**src/rtl/acsc_pkg.sv**
```systemverilog
// ----------------------------------------------------------------------------
// acsc_pkg: shared types and helpers for the alarm clock set controller
// Holds the event codes, the mode encoding, the controller state record and
// the wrap-around field arithmetic for hours, minutes and seconds.
// ----------------------------------------------------------------------------
package acsc_pkg;

  localparam int unsigned HourW = 5;
  localparam int unsigned MinW  = 6;
  localparam int unsigned SecW  = 6;

  localparam logic [HourW-1:0] HoursPerDay = HourW'(24);
  localparam logic [MinW-1:0]  MinsPerHour = MinW'(60);
  localparam logic [HourW-1:0] LastHour    = HourW'(23);
  localparam logic [MinW-1:0]  LastMinSec  = MinW'(59);

  typedef enum logic [2:0] {
    CMD_UPDATE = 3'd0,
    CMD_SHORT  = 3'd1,
    CMD_LONG   = 3'd2,
    CMD_UP     = 3'd3,
    CMD_DOWN   = 3'd4,
    CMD_RIGHT  = 3'd5,
    CMD_LEFT   = 3'd6,
    CMD_LOAD   = 3'd7
  } cmd_t;

  typedef enum logic [2:0] {
    MODE_NORMAL  = 3'd0,
    MODE_ALM_HR  = 3'd1,
    MODE_ALM_MIN = 3'd2,
    MODE_ALM_SEC = 3'd3,
    MODE_RINGING = 3'd4,
    MODE_CLK_HR  = 3'd5,
    MODE_CLK_MIN = 3'd6,
    MODE_CLK_SEC = 3'd7
  } mode_t;

  typedef struct packed {
    mode_t             mode;
    logic [HourW-1:0]  edit_h;
    logic [MinW-1:0]   edit_m;
    logic [SecW-1:0]   edit_s;
    logic [HourW-1:0]  alarm_h;
    logic [MinW-1:0]   alarm_m;
    logic [HourW-1:0]  seen_h;
    logic [MinW-1:0]   seen_m;
    logic [SecW-1:0]   seen_s;
  } acsc_state_t;

  typedef struct packed {
    logic save_alarm;
    logic set_clock;
  } acsc_strobe_t;

  // sum stays below twice the modulus, so one subtract reduces it
  function automatic logic [HourW-1:0] hour_inc(input logic [HourW-1:0] v);
    logic [HourW:0] sum;
    sum = {1'b0, v} + (HourW+1)'(1);
    if (sum >= {1'b0, HoursPerDay}) begin
      sum = sum - {1'b0, HoursPerDay};
    end
    return sum[HourW-1:0];
  endfunction

  function automatic logic [MinW-1:0] min_inc(input logic [MinW-1:0] v);
    logic [MinW:0] sum;
    sum = {1'b0, v} + (MinW+1)'(1);
    if (sum >= {1'b0, MinsPerHour}) begin
      sum = sum - {1'b0, MinsPerHour};
    end
    return sum[MinW-1:0];
  endfunction

  function automatic logic [HourW-1:0] hour_dec(input logic [HourW-1:0] v);
    return (v == '0) ? LastHour : v - HourW'(1);
  endfunction

  function automatic logic [MinW-1:0] min_dec(input logic [MinW-1:0] v);
    return (v == '0) ? LastMinSec : v - MinW'(1);
  endfunction

endpackage

```
**src/rtl/acsc_next.sv**
```systemverilog
// ----------------------------------------------------------------------------
// acsc_next: next-state logic of the alarm clock set controller
// Applies one event to the current state, produces the strobes and then
// checks the stored clock time against the alarm to enter ringing.
// ----------------------------------------------------------------------------
module acsc_next
  import acsc_pkg::*;
(
  input  acsc_state_t       cur,
  input  cmd_t              cmd,
  input  logic [HourW-1:0]  hours,
  input  logic [MinW-1:0]   minutes,
  input  logic [SecW-1:0]   seconds,
  output acsc_state_t       nxt,
  output acsc_strobe_t      strobe
);

  logic press;

  assign press = (cmd == CMD_SHORT) || (cmd == CMD_LONG);

  always_comb begin
    nxt    = cur;
    strobe = '0;

    if (cmd == CMD_LOAD) begin
      nxt.alarm_h = hours;
      nxt.alarm_m = minutes;
    end else if (cur.mode == MODE_NORMAL) begin
      if (press) begin
        // edit time starts from the clock time seen before this event
        nxt.edit_h = cur.seen_h;
        nxt.edit_m = cur.seen_m;
        nxt.mode   = (cmd == CMD_LONG) ? MODE_ALM_HR : MODE_CLK_HR;
        nxt.seen_h = hours;
        nxt.seen_m = minutes;
        nxt.seen_s = seconds;
      end else if (cmd == CMD_UPDATE) begin
        nxt.seen_h = hours;
        nxt.seen_m = minutes;
        nxt.seen_s = seconds;
      end
    end else if (cur.mode == MODE_RINGING) begin
      if (press) begin
        nxt.seen_h = hours;
        nxt.seen_m = minutes;
        nxt.seen_s = seconds;
        nxt.mode   = MODE_NORMAL;
      end
    end else if (press) begin
      if (cur.mode <= MODE_ALM_SEC) begin
        nxt.alarm_h       = cur.edit_h;
        nxt.alarm_m       = cur.edit_m;
        strobe.save_alarm = 1'b1;
      end else begin
        strobe.set_clock = 1'b1;
      end
      nxt.mode = MODE_NORMAL;
    end else if (cmd == CMD_UP || cmd == CMD_DOWN) begin
      unique case (cur.mode)
        MODE_ALM_HR, MODE_CLK_HR: begin
          nxt.edit_h = (cmd == CMD_UP) ? hour_inc(cur.edit_h) : hour_dec(cur.edit_h);
        end
        MODE_ALM_MIN, MODE_CLK_MIN: begin
          nxt.edit_m = (cmd == CMD_UP) ? min_inc(cur.edit_m) : min_dec(cur.edit_m);
        end
        MODE_ALM_SEC, MODE_CLK_SEC: begin
          nxt.edit_s = (cmd == CMD_UP) ? min_inc(cur.edit_s) : min_dec(cur.edit_s);
        end
        default: begin
          nxt.edit_h = cur.edit_h;
        end
      endcase
    end else if (cmd == CMD_RIGHT) begin
      if (cur.mode == MODE_ALM_HR || cur.mode == MODE_ALM_MIN ||
          cur.mode == MODE_CLK_HR || cur.mode == MODE_CLK_MIN) begin
        nxt.mode = mode_t'(cur.mode + 3'd1);
      end
    end else if (cmd == CMD_LEFT) begin
      // left stays inside its setting group
      if (cur.mode == MODE_ALM_MIN || cur.mode == MODE_ALM_SEC ||
          cur.mode == MODE_CLK_MIN || cur.mode == MODE_CLK_SEC) begin
        nxt.mode = mode_t'(cur.mode - 3'd1);
      end
    end

    // alarm seconds are always zero
    if (nxt.seen_h == nxt.alarm_h && nxt.seen_m == nxt.alarm_m && nxt.seen_s == '0) begin
      nxt.mode = MODE_RINGING;
    end
  end

endmodule

```
**src/rtl/alarm_clock_set_controller.sv**
```systemverilog
// ----------------------------------------------------------------------------
// alarm_clock_set_controller: mode controller of an alarm clock
// Takes one event per transaction and returns the mode, edit time, alarm
// setting and commit strobes after that event.
// ----------------------------------------------------------------------------
// One event is taken every clock cycle while in_tready is high. Each event
// passes an input register, one pass of next-state logic and a result
// register. The input register takes one more event while a finished result
// waits at the output; back-pressure reaches in_tready only when both
// registers are full. No clearing pass follows reset.
module alarm_clock_set_controller
  import acsc_pkg::*;
(
  input  logic        clk,
  input  logic        rst_n,
  input  logic        in_tvalid,
  output logic        in_tready,
  input  logic [2:0]  in_tuser,   // command
  input  logic [23:0] in_tdata,   // now_hours, now_minutes, now_seconds, zero pad
  output logic        out_tvalid,
  input  logic        out_tready,
  output logic [39:0] out_tdata   // mode_now, edit_hours, edit_minutes, edit_seconds,
                                  // alarm_hours_out, alarm_minutes_out, save_alarm,
                                  // set_clock, ringing, zero pad
);

  logic              in_valid_r;
  cmd_t              in_cmd_r;
  logic [HourW-1:0]  in_hours_r;
  logic [MinW-1:0]   in_minutes_r;
  logic [SecW-1:0]   in_seconds_r;

  acsc_state_t       state_r;
  acsc_state_t       state_nxt;
  acsc_strobe_t      strobe;

  logic              out_valid_r;
  logic [39:0]       out_data_r;
  logic              advance;

  assign advance    = in_valid_r && (!out_valid_r || out_tready);
  assign in_tready  = !in_valid_r || advance;
  assign out_tvalid = out_valid_r;
  assign out_tdata  = out_data_r;

  acsc_next u_next (
    .cur     (state_r),
    .cmd     (in_cmd_r),
    .hours   (in_hours_r),
    .minutes (in_minutes_r),
    .seconds (in_seconds_r),
    .nxt     (state_nxt),
    .strobe  (strobe)
  );

  always_ff @(posedge clk) begin
    if (!rst_n) begin
      in_valid_r <= 1'b0;
    end else if (in_tready) begin
      in_valid_r <= in_tvalid;
    end
  end

  always_ff @(posedge clk) begin
    if (in_tvalid && in_tready) begin
      in_cmd_r     <= cmd_t'(in_tuser);
      in_hours_r   <= in_tdata[4:0];
      in_minutes_r <= in_tdata[10:5];
      in_seconds_r <= in_tdata[16:11];
    end
  end

  always_ff @(posedge clk) begin
    if (!rst_n) begin
      state_r     <= '0;
      out_valid_r <= 1'b0;
    end else if (advance) begin
      state_r     <= state_nxt;
      out_valid_r <= 1'b1;
    end else if (out_tready) begin
      out_valid_r <= 1'b0;
    end
  end

  always_ff @(posedge clk) begin
    if (advance) begin
      out_data_r <= {6'd0,
                     (state_nxt.mode == MODE_RINGING),
                     strobe.set_clock,
                     strobe.save_alarm,
                     state_nxt.alarm_m,
                     state_nxt.alarm_h,
                     state_nxt.edit_s,
                     state_nxt.edit_m,
                     state_nxt.edit_h,
                     state_nxt.mode};
    end
  end

endmodule

```
**config.mk**
```make
export PLATFORM = sky130hd
export DESIGN_NAME = alarm_clock_set_controller
export DESIGN_NICKNAME = d
export VERILOG_FILES = /design/src/rtl/acsc_pkg.sv /design/src/rtl/acsc_next.sv /design/src/rtl/alarm_clock_set_controller.sv
export SDC_FILE = /design/constraint.sdc
export NUM_CORES = 1
export LEC_CHECK = 0
export ABC_AREA = 1
export BUFFER_PORTS_ARGS = -buffer_cell sky130_fd_sc_hd__buf_2
export CAP_MARGIN = 25
export CORE_UTILIZATION = 35
export CTS_CLUSTER_SIZE = 14
export DETAILED_ROUTE_END_ITERATION = 10
export GPL_TIMING_DRIVEN = 1
export PLACE_DENSITY = 0.55
export SYNTH_ARGS = -nofsm -noshare
export SYNTH_HDL_FRONTEND = slang
export SYNTH_SLANG_ARGS = --single-unit
```
**constraint.sdc**
```tcl
create_clock -name clk -period 3.1 [get_ports clk]
set_input_delay 0.62 -clock clk [delete_from_list [all_inputs] [get_ports clk]]
set_output_delay 0.62 -clock clk [all_outputs]
set_load 0.1 [all_outputs]
```
==> reports/summary.log <==
[floorplanning] total die area 18250 µm²
[critical_path] Critical Path Fanout Max 23
[finish] area used by multi-input combinational logic 2853 µm²
[synth] cell with the most instances after synthesis sky130_fd_sc_hd__nand2_1
[synth] number of standard cells after synthesis 836
[clock_tree] CTS clk-pin slew, worst paths 70 ps
[finish] Layout Cells excl Fill 1111
[synth] post-synthesis cell area 6200 µm²
[clock_tree] Sink Count 104
[floorplanning] I/O pin count 73
[finish] layout-stage area growth over the synthesis result 13.00%
[synth] cell accounting for the most synthesized area sky130_fd_sc_hd__edfxtp_1
[placement] placed wire-length estimate after detailed placement 10700 µm
[clock_tree] root buffer selected by CTS sky130_fd_sc_hd__clkbuf_16
[detailed_routing] number of violations reported at the end of detailed-routing iteration 0 396
[flow_run] Max-cap violations 0
[sta] unrepaired setup endpoints after global routing false
[clock_tree] TritonCTS buffer count 9
[synth] largest cells by area after synthesis sky130_fd_sc_hd__edfxtp_1 (26%), sky130_fd_sc_hd__dfxtp_1 (16%), sky130_fd_sc_hd__nand2_1 (11%)
[critical_path] required time at the worst-slack endpoint 3210 ps
[sta] highest attainable clock frequency 368.5 MHz
[floorplanning] Core Box Area 17300 µm²
[sta] Setup TNS 0 ps
[detailed_routing] Final Routed Wirelength 14880 µm
[synth] portion of the post-synthesis area used by sequential elements 42.30%
[clock_tree] level count of the clock H-tree 3
[detailed_routing] Post-DRT Antenna Nets 0
[clock_tree] post-CTS sizing 0
[pwr] Total Power Consumption 3.762 mW
[sta] total count of hold-check failures in the final report 0
[pwr] leakage 3.388 nW
[global_route] GRT Total Usage 17.14%
[placement] Inst Count DP 1096
[sta] tightest hold margin 433.2 ps
[finish] Net count, final 930
[clock_tree] CTS Hold Buffers Added 0
[detailed_routing] routed wirelength normalized by instance count 13.39 µm
[finish] final core utilization 40.50%
[sta] minimum clock period 2714 ps
[detailed_routing] number of iterations in the first detailed-routing pass 5
[critical_path] crit path launch type flop
[floorplanning] Core Rows 48
[floorplanning] die height 135.1 µm
[global_route] antenna violations before repair 0
[worst_hold_path] path class of the lowest-slack min-delay path primary input to flop
[finish] area taken by flip-flops and latches 2623 µm²
[synth] Seq cells post-synth 104
[worst_hold_path] Worst Hold Path Cells 1
[critical_path] type of destination of the critical path flop
[placement] GPL Wtd Cong 0.8385
[synth] proportion of netlist area held by the largest area contributor 26.16%
[synth] most numerous cell types in the synthesized netlist sky130_fd_sc_hd__nand2_1 (175), sky130_fd_sc_hd__inv_1 (124), sky130_fd_sc_hd__nand3_1 (86)
[sta] worst-case clock skew 7.712 ps
[floorplanning] Initial Utilization 35.84%
[synth] proportion of register bits with asynchronous set or reset after synthesis 0%
[synth] number of distinct library cells after synthesis 41
[synth] mean cell area of the mapped netlist 7.416 µm²
[critical_path] count of cells along the worst register-to-register path 16
[synth] number of warning messages in the yosys log 0
[clock_tree] clock latency on the worst-skew pair 360 ps
[global_route] largest net degree at the start of global routing 76
[detailed_routing] via total after detailed routing 5303
[synth] dominant synthesized flop cell sky130_fd_sc_hd__edfxtp_1
[pwr] worst supply voltage drop on vdd 0.2463 mV
[pwr] total power density per cell area 537.1 nW/µm²
[critical_path] critical path arrival 2820 ps
[sta] final worst-path cycle share 87.54%
[global_route] residual overflow from global routing 0
[detailed_routing] Vias/cell 4.773
[synth] number of flops mapped to enable cells by yosys 54
[clock_tree] TritonCTS clock tree done
[sta] fin. max-slew vios 0
[finish] ANT cells 0
[critical_path] critical path class flop to flop
[placement] Buffers on Ports 59
[finish] layout cells sized above 1 12.75%
[clock_tree] worst-case clock buffer depth 2
[global_route] number of global-route vias before repair 4691
[global_route] wire length of the first global-routing pass 24250 µm
[sta] Slew Limit Headroom 46.56%
[detailed_routing] number of remaining DRC errors 0
[clock_tree] Setup Fix Bufs, Post-CTS 0
[finish] fillers 1810
[sta] final-report setup violation count 0
[run_status] status finished, final reports clean
[sta] transition at the pin with the smallest max-transition slack 800.7 ps
[floorplanning] Die X 135.1 µm
## flip-flops by register name (all words and copies together) (netlist names)
signal        cells
out_tvalid        1
in_valid_r        1
in_seconds_r      6
out_tdata        34
in_hours_r        5
state_r          48
in_cmd_r          3
in_minutes_r      6
## layout by cell type, fill, tap and decap left out, types with 5 or more instances in the layout
| master | instances |
|---|---|
| sky130_fd_sc_hd__ha_1 | 17 |
| sky130_fd_sc_hd__inv_1 | 123 |
| sky130_fd_sc_hd__clkbuf_16 | 9 |
| sky130_fd_sc_hd__buf_4 | 14 |
| sky130_fd_sc_hd__clkinv_1 | 6 |
| sky130_fd_sc_hd__nor2_1 | 35 |
| sky130_fd_sc_hd__a21oi_1 | 71 |
| sky130_fd_sc_hd__o21ai_1 | 5 |
| sky130_fd_sc_hd__conb_1 | 6 |
| sky130_fd_sc_hd__edfxtp_1 | 54 |
| sky130_fd_sc_hd__o211ai_1 | 9 |
| sky130_fd_sc_hd__inv_2 | 8 |
| sky130_fd_sc_hd__xor2_1 | 12 |
| sky130_fd_sc_hd__nor3_1 | 11 |
| sky130_fd_sc_hd__dfxtp_1 | 50 |
| sky130_fd_sc_hd__nand3_1 | 86 |
| sky130_fd_sc_hd__o21ai_0 | 74 |
| sky130_fd_sc_hd__nand4_1 | 21 |
| sky130_fd_sc_hd__buf_2 | 59 |
| sky130_fd_sc_hd__nand2_1 | 174 |
| sky130_fd_sc_hd__nand3b_1 | 5 |
| sky130_fd_sc_hd__nand2_2 | 7 |
## stage by stage
stage          setup WS (ps)  cell area [µm²]
6_report               386.1             7005
5_1_grt                119.0             7005
4_1_cts                371.2             7005
3_5_place_dp           395.2             6704
3_3_place_gp           393.1             6704
2_1_floorplan          172.7             6218
## per-layer routing
metal  track usage (%)  part of all wire (%)  up-vias
met3             2.515                   4.0       14
li1                  -                     -     2835
met1             23.92                    51     2348
met5                 0                     0        -
met4             6.554                   1.6        0
met2             26.61                    44      106
## worst paths after layout
kind	start	to	slack, ps
worst min-delay path	in_tdata[15]	in_seconds_r[4]$_DFFE_PP_	430
worst max register to register	state_r[46]$_SDFFE_PN0P_	out_tdata[1]$_DFFE_PP_	390
worst min register to register	state_r[4]$_SDFFE_PN0P_	state_r[4]$_SDFFE_PN0P_	530
worst max-delay path	state_r[46]$_SDFFE_PN0P_	out_tdata[1]$_DFFE_PP_	390
## power by group
group / internal (mW) / switching, mW
clock: 0.697 / 0.497
combinational: 0.249 / 0.694
sequential: 1.56 / 0.0678
## logic make-up (layout without fill, tap and decap cells)
| group | count (synthesis) | in the layout | synth area share [%] |
|---|---|---|---|
| other cells | 1 | 6 | 0.06049 |
| compound gates | 169 | 169 | 14.41 |
| xor+xnor | 16 | 16 | 2.260 |
| fa+ha+maj | 17 | 17 | 3.431 |
| simple gates | 349 | 349 | 25.51 |
| flops | 104 | 104 | 42.30 |
| buf+inv | 180 | 225 | 12.03 |
## critical path, stage by stage (launching register included)
cell and delay [ps]:
sky130_fd_sc_hd__dfxtp_1 450, sky130_fd_sc_hd__inv_1 140, sky130_fd_sc_hd__ha_1 280, sky130_fd_sc_hd__inv_2 130, sky130_fd_sc_hd__buf_4 230, sky130_fd_sc_hd__nand3_2 160, sky130_fd_sc_hd__buf_12 190, sky130_fd_sc_hd__nand2_1 60
sky130_fd_sc_hd__nand3_1 60, sky130_fd_sc_hd__nand2_1 130, sky130_fd_sc_hd__nor2_1 50, sky130_fd_sc_hd__nor2_1 100, sky130_fd_sc_hd__nand2_1 70, sky130_fd_sc_hd__nor2_1 130, sky130_fd_sc_hd__nand2_2 110, sky130_fd_sc_hd__nand2_1 120
sky130_fd_sc_hd__inv_2 50
## area by class of cell
class	count	share of cell area [%]
clock buffer	10	3.268
multi-input combinational	557	40.72
clock inverter	5	1.036
inverter	135	7.233
timing repair buffer	75	6.287
sequential	104	37.44
tap	225	4.019
Note: power is estimated with default switching activity, not from simulation.
